<file path="config.mk">
export PLATFORM = sky130hd
export DESIGN_NAME = bounded_undo_redo_history
export DESIGN_NICKNAME = d
export VERILOG_FILES = /design/src/design/burh_pkg.sv /design/src/design/bounded_undo_redo_history.sv /design/src/design/burh_ctrl.sv /design/src/design/burh_dp.sv
export SDC_FILE = /design/constraint.sdc
export NUM_CORES = 2
export LEC_CHECK = 0
export BUFFER_PORTS_ARGS = -buffer_cell sky130_fd_sc_hd__buf_4
export CORE_MARGIN = 1
export CORE_UTILIZATION = 45
export CTS_CLUSTER_SIZE = 12
export DETAILED_ROUTE_END_ITERATION = 8
export SLEW_MARGIN = 40
export SYNTH_ARGS = -nofsm -noshare
export SYNTH_HDL_FRONTEND = slang
export SYNTH_SLANG_ARGS = --single-unit
</file>
<file path="constraint.sdc">
create_clock -name i_clk -period 8.9 [get_ports i_clk]
set_clock_uncertainty 0.05 [all_clocks]
set_input_delay 0.89 -clock i_clk [delete_from_list [all_inputs] [get_ports i_clk]]
set_output_delay 0.89 -clock i_clk [all_outputs]
set_load 0.03 [all_outputs]
</file>
<file path="src/design/burh_pkg.sv">
// Shared types and constants for the bounded undo/redo history.
`timescale 1ns / 1ps
`default_nettype none

package burh_pkg;

    // Fixed field widths
    localparam int CMD_BITS     = 3;
    localparam int PAYLOAD_BITS = 32;
    localparam int LABEL_BITS   = 16;
    localparam int CFG_BITS     = 7;
    localparam int COUNT_BITS   = 7;

    // Limit register value after reset
    localparam logic [CFG_BITS-1:0] MAX_ENTRIES_RESET = 7'd64;

    // Command codes
    typedef enum logic [CMD_BITS-1:0] {
        CMD_PUSH   = 3'd0,
        CMD_UNDO   = 3'd1,
        CMD_REDO   = 3'd2,
        CMD_CLEAR  = 3'd3,
        CMD_STATUS = 3'd4
    } t_cmd;

    // One input transaction
    typedef struct packed {
        logic [CMD_BITS-1:0]     cmd;
        logic [PAYLOAD_BITS-1:0] payload;
        logic [LABEL_BITS-1:0]   label_code;
        logic                    replace_top;
    } t_in_item;

    // One result transaction
    typedef struct packed {
        logic                    ok;
        logic [PAYLOAD_BITS-1:0] out_payload;
        logic                    can_undo;
        logic                    can_redo;
        logic [LABEL_BITS-1:0]   undo_label;
        logic [LABEL_BITS-1:0]   redo_label;
        logic [COUNT_BITS-1:0]   entry_count;
    } t_out_item;

    // Controller states
    typedef enum logic [1:0] {
        ST_IDLE = 2'd0,
        ST_READ = 2'd1,
        ST_OUT  = 2'd2
    } t_state;

    // Commands from the controller to the datapath
    typedef struct packed {
        logic exec;
        logic load;
    } t_dp_cmd;

endpackage

`default_nettype wire

</file>
<file path="src/design/bounded_undo_redo_history.sv">
// Top level of the bounded undo/redo history.
`timescale 1ns / 1ps
`default_nettype none

// Bounded undo/redo history kept in a ring of DEPTH entries. Each command
// transaction (push, undo, redo, clear, status) gives exactly one result
// transaction. The pointers and any push write are updated at the edge that
// accepts the command; the next cycle reads the restored payload and both
// peek labels from the entry memories (the label memory is read at two
// addresses), and the result is presented from registers in the cycle after.
// The next command is accepted in the same cycle that the pending result is
// taken, so a new command is not taken while the last one is still being
// read or its result waits; this is set by the registered memory read. The
// entry memories need no clearing pass, so the block takes commands straight
// out of reset. The max_entries write port is always ready and should be
// written only while no command is in flight.

module bounded_undo_redo_history #(
    parameter int DEPTH = 64
) (
    input  wire logic                          i_clk,
    input  wire logic                          i_rst_n,
    input  wire logic                          i_in_valid,
    output logic                               o_in_stall,
    input  wire burh_pkg::t_in_item            i_in_data,
    output logic                               o_out_valid,
    input  wire logic                          i_out_stall,
    output burh_pkg::t_out_item                o_out_data,
    input  wire logic                          i_cfg_valid,
    output logic                               o_cfg_ready,
    input  wire logic [burh_pkg::CFG_BITS-1:0] i_cfg_data
);

    burh_pkg::t_dp_cmd w_dp_cmd;

    // Limit register accepts writes at any time
    assign o_cfg_ready = 1'b1;

    burh_ctrl u_ctrl (
        .i_clk       (i_clk),
        .i_rst_n     (i_rst_n),
        .i_in_valid  (i_in_valid),
        .o_in_stall  (o_in_stall),
        .o_out_valid (o_out_valid),
        .i_out_stall (i_out_stall),
        .o_dp_cmd    (w_dp_cmd)
    );

    burh_dp #(
        .DEPTH (DEPTH)
    ) u_dp (
        .i_clk       (i_clk),
        .i_rst_n     (i_rst_n),
        .i_dp_cmd    (w_dp_cmd),
        .i_in_data   (i_in_data),
        .i_cfg_write (i_cfg_valid && o_cfg_ready),
        .i_cfg_data  (i_cfg_data),
        .o_out_data  (o_out_data)
    );

endmodule

`default_nettype wire

</file>
<file path="src/design/burh_ctrl.sv">
// Controller state machine: sequences execute, read and result hand-off.
`timescale 1ns / 1ps
`default_nettype none

module burh_ctrl (
    input  wire logic               i_clk,
    input  wire logic               i_rst_n,
    input  wire logic               i_in_valid,
    output logic                    o_in_stall,
    output logic                    o_out_valid,
    input  wire logic               i_out_stall,
    output burh_pkg::t_dp_cmd       o_dp_cmd
);

    burh_pkg::t_state r_state;
    burh_pkg::t_state n_state;
    logic             w_accept;

    // Take a new transaction when idle or when the pending result leaves now
    always_comb begin
        case (r_state)
            burh_pkg::ST_IDLE: o_in_stall = 1'b0;
            burh_pkg::ST_OUT:  o_in_stall = i_out_stall;
            default:           o_in_stall = 1'b1;
        endcase
    end

    assign w_accept = i_in_valid && !o_in_stall;

    // Next state
    always_comb begin
        n_state = r_state;
        case (r_state)
            burh_pkg::ST_IDLE: begin
                if (w_accept) begin
                    n_state = burh_pkg::ST_READ;
                end
            end
            burh_pkg::ST_READ: begin
                n_state = burh_pkg::ST_OUT;
            end
            burh_pkg::ST_OUT: begin
                if (!i_out_stall) begin
                    n_state = w_accept ? burh_pkg::ST_READ : burh_pkg::ST_IDLE;
                end
            end
            default: begin
                n_state = burh_pkg::ST_IDLE;
            end
        endcase
    end

    // Outputs
    always_comb begin
        o_dp_cmd.exec = w_accept;
        o_dp_cmd.load = 1'b0;
        o_out_valid   = 1'b0;
        case (r_state)
            burh_pkg::ST_READ: o_dp_cmd.load = 1'b1;
            burh_pkg::ST_OUT:  o_out_valid   = 1'b1;
            default: begin
            end
        endcase
    end

    // Hold state
    always_ff @(posedge i_clk) begin
        if (!i_rst_n) begin
            r_state <= burh_pkg::ST_IDLE;
        end else begin
            r_state <= n_state;
        end
    end

endmodule

`default_nettype wire

</file>
<file path="src/design/burh_dp.sv">
// Datapath: history pointers, entry memories and the result register.
`timescale 1ns / 1ps
`default_nettype none

module burh_dp #(
    parameter int DEPTH = 64
) (
    input  wire logic                          i_clk,
    input  wire logic                          i_rst_n,
    input  wire burh_pkg::t_dp_cmd             i_dp_cmd,
    input  wire burh_pkg::t_in_item            i_in_data,
    input  wire logic                          i_cfg_write,
    input  wire logic [burh_pkg::CFG_BITS-1:0] i_cfg_data,
    output burh_pkg::t_out_item                o_out_data
);

    localparam int IDX_W = (DEPTH > 1) ? $clog2(DEPTH) : 1;
    localparam int SW    = IDX_W + 1;
    localparam int LW    = (SW > burh_pkg::CFG_BITS) ? SW : burh_pkg::CFG_BITS;

    // Ring slot of an offset from the oldest entry (offset at most DEPTH)
    function automatic logic [IDX_W-1:0] slot_of(input logic [IDX_W-1:0] base,
                                                 input logic [SW-1:0]    off);
        logic [SW-1:0] sum;
        sum = SW'(base) + off;
        if (sum >= SW'(DEPTH)) begin
            sum = sum - SW'(DEPTH);
        end
        return sum[IDX_W-1:0];
    endfunction

    // Entry memories
    logic [burh_pkg::PAYLOAD_BITS-1:0] r_pay_mem [DEPTH];
    logic [burh_pkg::LABEL_BITS-1:0]   r_lab_mem [DEPTH];

    // History pointers and limit
    logic [burh_pkg::CFG_BITS-1:0] r_max_entries;
    logic [IDX_W-1:0]              r_oldest, n_oldest;
    logic [SW-1:0]                 r_held,   n_held;
    logic [IDX_W-1:0]              r_cursor, n_cursor;

    // Result flags and read data
    logic                              r_ok, n_ok;
    logic                              r_restore, n_restore;
    logic                              r_cu, r_cr;
    logic [SW-1:0]                     r_count;
    logic [burh_pkg::PAYLOAD_BITS-1:0] r_pay_rd;
    logic [burh_pkg::LABEL_BITS-1:0]   r_ulab_rd, r_rlab_rd;

    logic [LW-1:0]    w_max_ext;
    logic [SW-1:0]    w_lim;
    logic [SW-1:0]    w_cur_p1, w_cur_p2;
    logic             w_we;
    logic [IDX_W-1:0] w_waddr;
    logic             w_cu, w_cr;
    logic [IDX_W-1:0] w_addr0, w_addr1;

    // Clamp the limit to 1..DEPTH
    assign w_max_ext = LW'(r_max_entries);
    always_comb begin
        if (w_max_ext == '0) begin
            w_lim = SW'(1);
        end else if (w_max_ext > LW'(DEPTH)) begin
            w_lim = SW'(DEPTH);
        end else begin
            w_lim = SW'(w_max_ext);
        end
    end

    assign w_cur_p1 = SW'(r_cursor) + SW'(1);
    assign w_cur_p2 = w_cur_p1 + SW'(1);

    // Work out the next pointers and the memory write for one transaction
    always_comb begin
        n_oldest  = r_oldest;
        n_held    = r_held;
        n_cursor  = r_cursor;
        n_ok      = 1'b1;
        n_restore = 1'b0;
        w_we      = 1'b0;
        w_waddr   = r_oldest;
        case (i_in_data.cmd)
            burh_pkg::CMD_PUSH: begin
                w_we = i_dp_cmd.exec;
                if (r_held == '0) begin
                    w_waddr  = r_oldest;
                    n_held   = SW'(1);
                    n_cursor = '0;
                end else if (i_in_data.replace_top && (w_cur_p1 == r_held)) begin
                    w_waddr = slot_of(r_oldest, SW'(r_cursor));
                end else begin
                    // Drop redo entries, append, then evict down to the limit
                    w_waddr = slot_of(r_oldest, w_cur_p1);
                    if (w_cur_p2 > w_lim) begin
                        n_oldest = slot_of(r_oldest, w_cur_p2 - w_lim);
                        n_held   = w_lim;
                        n_cursor = IDX_W'(w_lim - SW'(1));
                    end else begin
                        n_held   = w_cur_p2;
                        n_cursor = w_cur_p1[IDX_W-1:0];
                    end
                end
            end
            burh_pkg::CMD_UNDO: begin
                if ((r_held != '0) && (r_cursor != '0)) begin
                    n_cursor  = r_cursor - IDX_W'(1);
                    n_restore = 1'b1;
                end else begin
                    n_ok = 1'b0;
                end
            end
            burh_pkg::CMD_REDO: begin
                if (w_cur_p1 < r_held) begin
                    n_cursor  = w_cur_p1[IDX_W-1:0];
                    n_restore = 1'b1;
                end else begin
                    n_ok = 1'b0;
                end
            end
            burh_pkg::CMD_CLEAR: begin
                n_oldest = '0;
                n_held   = '0;
                n_cursor = '0;
            end
            burh_pkg::CMD_STATUS: begin
            end
            default: begin
            end
        endcase
    end

    // Advance pointers and limit register
    always_ff @(posedge i_clk) begin
        if (!i_rst_n) begin
            r_max_entries <= burh_pkg::MAX_ENTRIES_RESET;
            r_oldest      <= '0;
            r_held        <= '0;
            r_cursor      <= '0;
            r_ok          <= 1'b0;
            r_restore     <= 1'b0;
        end else begin
            if (i_cfg_write) begin
                r_max_entries <= i_cfg_data;
            end
            if (i_dp_cmd.exec) begin
                r_oldest  <= n_oldest;
                r_held    <= n_held;
                r_cursor  <= n_cursor;
                r_ok      <= n_ok;
                r_restore <= n_restore;
            end
        end
    end

    // Peek flags and read addresses from the updated pointers
    assign w_cu    = (r_held != '0) && (r_cursor != '0);
    assign w_cr    = w_cur_p1 < r_held;
    assign w_addr0 = slot_of(r_oldest, SW'(r_cursor));
    assign w_addr1 = slot_of(r_oldest, w_cur_p1);

    // Write on push, read payload and both peek labels in the load cycle
    always_ff @(posedge i_clk) begin
        if (w_we) begin
            r_pay_mem[w_waddr] <= i_in_data.payload;
            r_lab_mem[w_waddr] <= i_in_data.label_code;
        end
        if (i_dp_cmd.load) begin
            r_pay_rd  <= r_pay_mem[w_addr0];
            r_ulab_rd <= r_lab_mem[w_addr0];
            r_rlab_rd <= r_lab_mem[w_addr1];
        end
    end

    // Capture status with the read data
    always_ff @(posedge i_clk) begin
        if (!i_rst_n) begin
            r_cu    <= 1'b0;
            r_cr    <= 1'b0;
            r_count <= '0;
        end else if (i_dp_cmd.load) begin
            r_cu    <= w_cu;
            r_cr    <= w_cr;
            r_count <= r_held;
        end
    end

    // Assemble the result, zeroing fields that do not apply
    always_comb begin
        o_out_data.ok          = r_ok;
        o_out_data.out_payload = r_restore ? r_pay_rd : '0;
        o_out_data.can_undo    = r_cu;
        o_out_data.can_redo    = r_cr;
        o_out_data.undo_label  = r_cu ? r_ulab_rd : '0;
        o_out_data.redo_label  = r_cr ? r_rlab_rd : '0;
        o_out_data.entry_count = burh_pkg::COUNT_BITS'(r_count);
    end

endmodule

`default_nettype wire
</file>
## Yosys cells after proc, flatten, opt, wreduce, memory -nomap -nowiden

Memories as Yosys holds them, arrays and structs flattened. A register that Yosys moved wholly into a read port is not among the register bits.
Cells that the tools add are included.

| word-level totals | value |
|---|---|
| register bits after elaboration | 39 |
| latch bits | 0 |
| RAM bits | 3072 |
| memory bits (read-only) | 0 |
| output and inout port bits | 77 |
| word-level logic and storage cells | 98 |
| memories | 2 |

Memories:

| memory | depth | bits a word | rd ports | clocked after memory_dff | wr ports | line | RTL |
|---|---|---|---|---|---|---|---|
| u_dp.r_pay_mem | 64 | 32 | 1 | 1 | 1 | burh_dp.sv:33 | `logic [burh_pkg::PAYLOAD_BITS-1:0] r_pay_mem [DEPTH];` |
| u_dp.r_lab_mem | 64 | 16 | 2 | 2 | 1 | burh_dp.sv:34 | `logic [burh_pkg::LABEL_BITS-1:0] r_lab_mem [DEPTH];` |

| cells by class | value |
|---|---|
| add/sub/neg operators | 11 |
| multipliers | 0 |
| div/mod/pow operators | 0 |
| order comparisons | 6 |
| eq/ne operators | 14 |
| shift operators | 0 |
| mux-type cells | 39 |
| bitwise logic cells | 0 |
| reduce and logical (&&, ||, !) cells | 16 |

Operators with widths:

| kind | count |
|---|---|
| 2-to-1 mux 6 bit | 14 |
| 2-to-1 mux 7 bit | 5 |
| 2-to-1 mux 16 bit | 2 |
| 2-to-1 mux 32 bit | 1 |
| subtractor 6 x 1 -> 6 bit (second input constant) | 5 |
| case mux 6 bit (4 select lines) | 1 |
| >= comparator 7 bit (second input constant) | 3 |
| adder 6 x 7 -> 7 bit | 2 |
| zero test 7 bit | 2 |
| case mux 7 bit (2 select lines) | 1 |
| case mux 6 bit (2 select lines) | 1 |
| AND reduction 5 bit | 2 |
| 2-to-1 mux 1 bit | 8 |
| inequality test 2 x 1 -> 1 bit (second input constant) | 4 |
| adder 6 x 1 -> 7 bit (second input constant) | 1 |
| adder 6 x 6 -> 7 bit | 1 |
| adder 7 x 1 -> 7 bit (second input constant) | 1 |
| == test 7 bit | 1 |
| > comparator 7 bit | 1 |
| > comparator 7 bit (second input constant) | 1 |
| < comparator 7 bit | 1 |
| nonzero test 7 bit | 1 |
| subtractor 7 bit | 1 |
| == test 3 x 2 -> 1 bit (second input constant) | 2 |
| other kinds (17) | 24 |

## Logic depth before layout (Yosys ltp)

| depth | value |
|---|---|
| depth in word-level cells | 11 |
| mapped depth | 15 |

## By module

From an unflattened synthesis, not the netlist that was laid out.

| second synthesis, totals | value |
|---|---|
| cells, all modules | 5598 |
| area, all modules | 130908.1 um^2 |

Modules (own cells, without submodules):

| module | times used | cells each | area an instance (um^2) | sequential area each (um^2) |
|---|---|---|---|---|
| burh_dp | 1 | 5584 | 130775.4 | 94911.0 |
| burh_ctrl | 1 | 12 | 121.4 | 40.0 |
| bounded_undo_redo_history | 1 | 2 | 11.3 | 0.0 |

## Worst setup path after synthesis

Ideal clock, no wire load.

| timing | value |
|---|---|
| path kind | flip-flop to flip-flop |
| start | reg u_dp.r_cursor[0] |
| end | mem u_dp.r_lab_mem[33][0] (netlist name) (enable) |
| setup time | 0.513 ns |
| data arrival time | 6.390 ns |
| required time | 8.337 ns |
| setup slack | 1.947 ns |
| stages on the path, launching flop included | 13 |
| path buffers | 4 |
| period minus slack after synthesis | 6.953 ns |
| cell sequence | dfxtp_1 -> buf_2 -> inv_1 -> ha_1 -> inv_1 -> fa_1 -> clkbuf_1 -> clkbuf_1 -> buf_1 -> nand3_1 -> o211ai_1 -> o211ai_1 -> nor3_1 |

| between the ends | value |
|---|---|
| longest elaborated chain between the ends | 7 |

Ends and longest elaborated chain:

| what | line | RTL |
|---|---|---|
| start: declaration | burh_dp.sv:40 | `logic [IDX_W-1:0] r_cursor, n_cursor;` |
| start signal: assignment | burh_dp.sv:148 | `r_cursor <= n_cursor;` |
| adder 6 x 1 -> 7 bit | burh_dp.sv:70 | `assign w_cur_p1 = SW'(r_cursor) + SW'(1);` |
| adder 6 x 7 -> 7 bit | burh_dp.sv:25 | `sum = SW'(base) + off;` |
| subtractor 6 x 1 -> 6 bit / >= comparator 7 bit (equally long branches) | burh_dp.sv:27, burh_dp.sv:26 |  |
| 2-to-1 mux 6 bit | burh_dp.sv:26 | `if (sum >= SW'(DEPTH)) begin` |
| 2-to-1 mux 6 bit * | burh_dp.sv:89 | `end else if (i_in_data.replace_top && (w_cur_p1 == r_held)) begin` |
| 2-to-1 mux 6 bit * | burh_dp.sv:85 | `if (r_held == '0) begin` |
| 2-to-1 mux 6 bit * | burh_dp.sv:82 | `case (i_in_data.cmd)` |
| end: declaration | burh_dp.sv:34 |  |

Every way passes the cells marked *; elsewhere a longest branch is shown, timed or not.

## Final worst setup path

| timing | value |
|---|---|
| start | reg u_dp.r_cursor[0] |
| end | mem u_dp.r_pay_mem[46][28] (netlist name) (enable) |

| between the ends | value |
|---|---|
| longest elaborated chain between the ends | 7 |

Ends and longest elaborated chain:

| what | line |
|---|---|
| adder 6 x 1 -> 7 bit | burh_dp.sv:70 |
| adder 6 x 7 -> 7 bit | burh_dp.sv:25 |
| subtractor 6 x 1 -> 6 bit / >= comparator 7 bit (equally long branches) | burh_dp.sv:27, burh_dp.sv:26 |
| 2-to-1 mux 6 bit | burh_dp.sv:26 |
| 2-to-1 mux 6 bit * | burh_dp.sv:89 |
| 2-to-1 mux 6 bit * | burh_dp.sv:85 |
| 2-to-1 mux 6 bit * | burh_dp.sv:82 |
| end: declaration | burh_dp.sv:33 |

Marks and branches as above.

==> impl_metrics.tcl <==
set metrics [dict create \
    cts_max_path_buffers 4 \
    drt_iter0_drc 8633 \
    cp-end-kind "flop" \
    yosysUniqueCellTypes 70 \
    cts.htree.levels 5 \
    arrival_ps 6520 \
    grt_pass1_wl_um 507000 \
    powerDensity_nw_per_um2 216 \
    fin_setup_tns_ps 0 \
    irDropWorstVdd_v 0.000151 \
    p_sw_frac 0.218 \
    ys.warnings.count 0 \
    final_layout_size_suffix_gt1_frac 0.351 \
    intPower_mw 24.9 \
    max_slew_margin 0.386 \
    syn-num-nets 5606 \
    worstSkewPairLatency_ps 920 \
    hold_buffers 0 \
    nFillCells 22200 \
    outcome "complete, no violations" \
    areaGrowthSynthToFinish_pct 12.9 \
    drv_cap 0 \
    hold_end "u_dp.r_max_entries[6]" \
    rsz0062_at_grt "no" \
    grt_pass1_vias 64600 \
    fin_crit_sh 0.679 \
    highest_layer "met5" \
    fmax_mhz 165 \
    reg2reg_from "u_dp.r_cursor[0]" \
    yosys-top-cells-count "3,136 x edfxtp_1, 1,280 x mux4_2, 172 x clkbuf_1" \
    drc 0 \
    viasPerCell 6.51 \
    cts_root_buffer "clkbuf_16" \
    grt_max_degree 100 \
    ys.flop_type "edfxtp_1" \
    hold_violations 0 \
    yosys.cell_count.top_type "edfxtp_1" \
    pwr-share-seq 0.519 \
    hpwlAfterDp_um 196000 \
    seqCellArea_um2 95000 \
    netlist_instances 5502 \
    required_ps 9370 \
    min-delay-start "i_cfg_data[6]" \
    wl_met3_um 33100 \
    finish.utilization 0.511 \
    post_cts_resized 0 \
    start_util 0.452 \
    syn_avg_cell_area_um2 23.7 \
    yosysTopAreaCell "edfxtp_1" \
    r2r_end "u_dp.r_pay_mem[46][28]" \
    hold_path_class "in -> reg" \
    multi_input_area_um2 34100 \
    total_switching_power_mw 6.92 \
    die_width_um 540 \
    crit_type "reg -> reg" \
    worstPathMaxFanout 25 \
    cts_setup_buffers 0 \
    yosysTopAreaCellShare 0.723 \
    grt_usage 0.248 \
    synth-edff-count 3136 \
    dieHeight_um 540 \
    wirelength_um 362000 \
    yosys-top-cells-area "edfxtp_1 72%, mux4_2 22%, dfxtp_1 0.60%" \
    syn_area_um2 130000 \
    comb_power_share 0.069 \
    pwr-share-clk 0.412 \
    hold_slack_ps 143 \
    io_buffers 139 \
    drv_slew 0 \
    ys_ff_latch 3175 \
    wl_met2_um 173000 \
    met1Wirelength_um 145000 \
    antenna_found_initial 17 \
    globalplace.congestion 0.838 \
    wire_per_inst_um 36.7 \
    cts_tree "built" \
    core.rowCount 197 \
    yosysSeqAreaShare 0.729 \
    setup_viol_count_final 0 \
    final_nets 5935 \
    reg2regPathDepth 13 \
    power_leakage_nw 46.6 \
    die_area_um2 292000 \
    cts_buffers 337 \
    drtPass1Iterations 6 \
    grt-ovfl-total 0 \
    whs_path_depth 3 \
    ant_nets 0 \
    start_kind "flop" \
    ios 141 \
    dr_total_vias 64200 \
    min_period_ps 6050 \
    tightest_slew_ps 921 \
    core_um2 288000 \
    clock_sinks 3175 \
    cts.clk_slew.worst_paths_ps 60 \
    async_flop_share 0 \
    reg2reg_slack_ps 2850 \
]
## worst max-delay path, cell delays in order (launching register included)
cell      delay (ps)
dfxtp_1          610
ha_1             340
nand3_1          120
xor2_1           330
inv_1            190
ha_1             360
nand4_1          130
nor2_1           700
nor2_1           270
a222oi_1         720
nand2_2          470
nor3_2           290
buf_4            450
buf_4            570
## metrics by stage
step / area [um^2] / cells / setup slack, ps / power [mW]
2_1_floorplan: 130000 / 5502 / 1950 / 18.3
3_5_place_dp: 137000 / 9272 / 2810 / 19.0
4_1_cts: 147000 / 9857 / 2850 / 32.0
6_report: 147000 / 9862 / 2850 / 31.8
3_3_place_gp: 137000 / 9258 / 2870 / 19.0
5_1_grt: 147000 / 9860 / 2660 / 32.7
## cell families (layout without fill, tap and decap cells)
kind of cell / after synthesis / after routing / share of synthesized area
flip-flops: 3175 / 3175 / 0.729
multiplexers: 1339 / 1339 / 0.226
XOR/XNOR: 26 / 26 / 0.00180
adder cells (fa/ha/maj): 41 / 41 / 0.00426
other: 1 / 5 / 0.0000288
buffers and inverters: 384 / 959 / 0.0135
AO/OA/AOI/OAI: 228 / 228 / 0.0137
AND/OR/NAND/NOR: 308 / 308 / 0.0124
## sequential cells by signal, summed over array words and instances (netlist names)
register and cells:
u_ctrl.r_state 2, u_dp.r_count 7, u_dp.r_cr 1, u_dp.r_cu 1, u_dp.r_cursor 6, u_dp.r_held 7, u_dp.r_lab_mem 1024, u_dp.r_max_entries 7
u_dp.r_ok 1, u_dp.r_oldest 6, u_dp.r_pay_mem 2048, u_dp.r_pay_rd 32, u_dp.r_restore 1, u_dp.r_rlab_rd 16, u_dp.r_ulab_rd 16
## power by group through the flow
stage	combinational [mW]	clock, mW	sequential (mW)
detailed placement	2.22	0	16.8
global route	2.33	13.9	16.5
floorplan	1.46	0	16.8
CTS	2.22	13.3	16.5
global placement	2.18	0	16.8
finish	2.20	13.1	16.5
## routing by layer
layer | GRT usage | vias to the layer above
li1 | - | 24900
met1 | 0.352 | 35500
met2 | 0.393 | 3269
met3 | 0.0498 | 575
met4 | 0.0678 | 2
met5 | 0 | -
## area by class of cell
type,instances,share of cell area
sequential,3175,0.645
multi-input combinational,1943,0.232
clock buffer,455,0.0615
antenna,4,0.0000680
inverter,34,0.000918
timing repair buffer,340,0.0217
tap,3781,0.0321
clock inverter,130,0.00702
## cell usage in the layout (no fill, tap or decap), types with 31 or more instances in the layout
cell type / instances
nand2_1: 40
clkbuf_16: 345
mux2i_1: 55
mux4_2: 1280
inv_1: 31
a22o_1: 53
nor3_2: 67
dfxtp_1: 38
buf_4: 260
nor2_1: 40
clkinv_1: 63
a21oi_1: 36
a221o_1: 51
and2_1: 69
ha_1: 33
buf_6: 49
clkbuf_1: 109
edfxtp_1: 3136
clkinv_2: 32
## how the worst max path moves through the flow
stage | start | endpoint
3_5_place_dp | u_dp.r_cursor[0] | u_dp.r_pay_mem[46][28]
6_report | u_dp.r_cursor[0] | u_dp.r_pay_mem[46][28]
5_1_grt | u_dp.r_cursor[0] | u_dp.r_pay_mem[47][27]
2_1_floorplan | u_dp.r_cursor[0] | u_dp.r_lab_mem[33][0]
4_1_cts | u_dp.r_cursor[0] | u_dp.r_pay_mem[46][28]
3_3_place_gp | u_dp.r_cursor[0] | u_dp.r_pay_mem[27][2]
No activity file was read; power rests on OpenSTA's default activity.
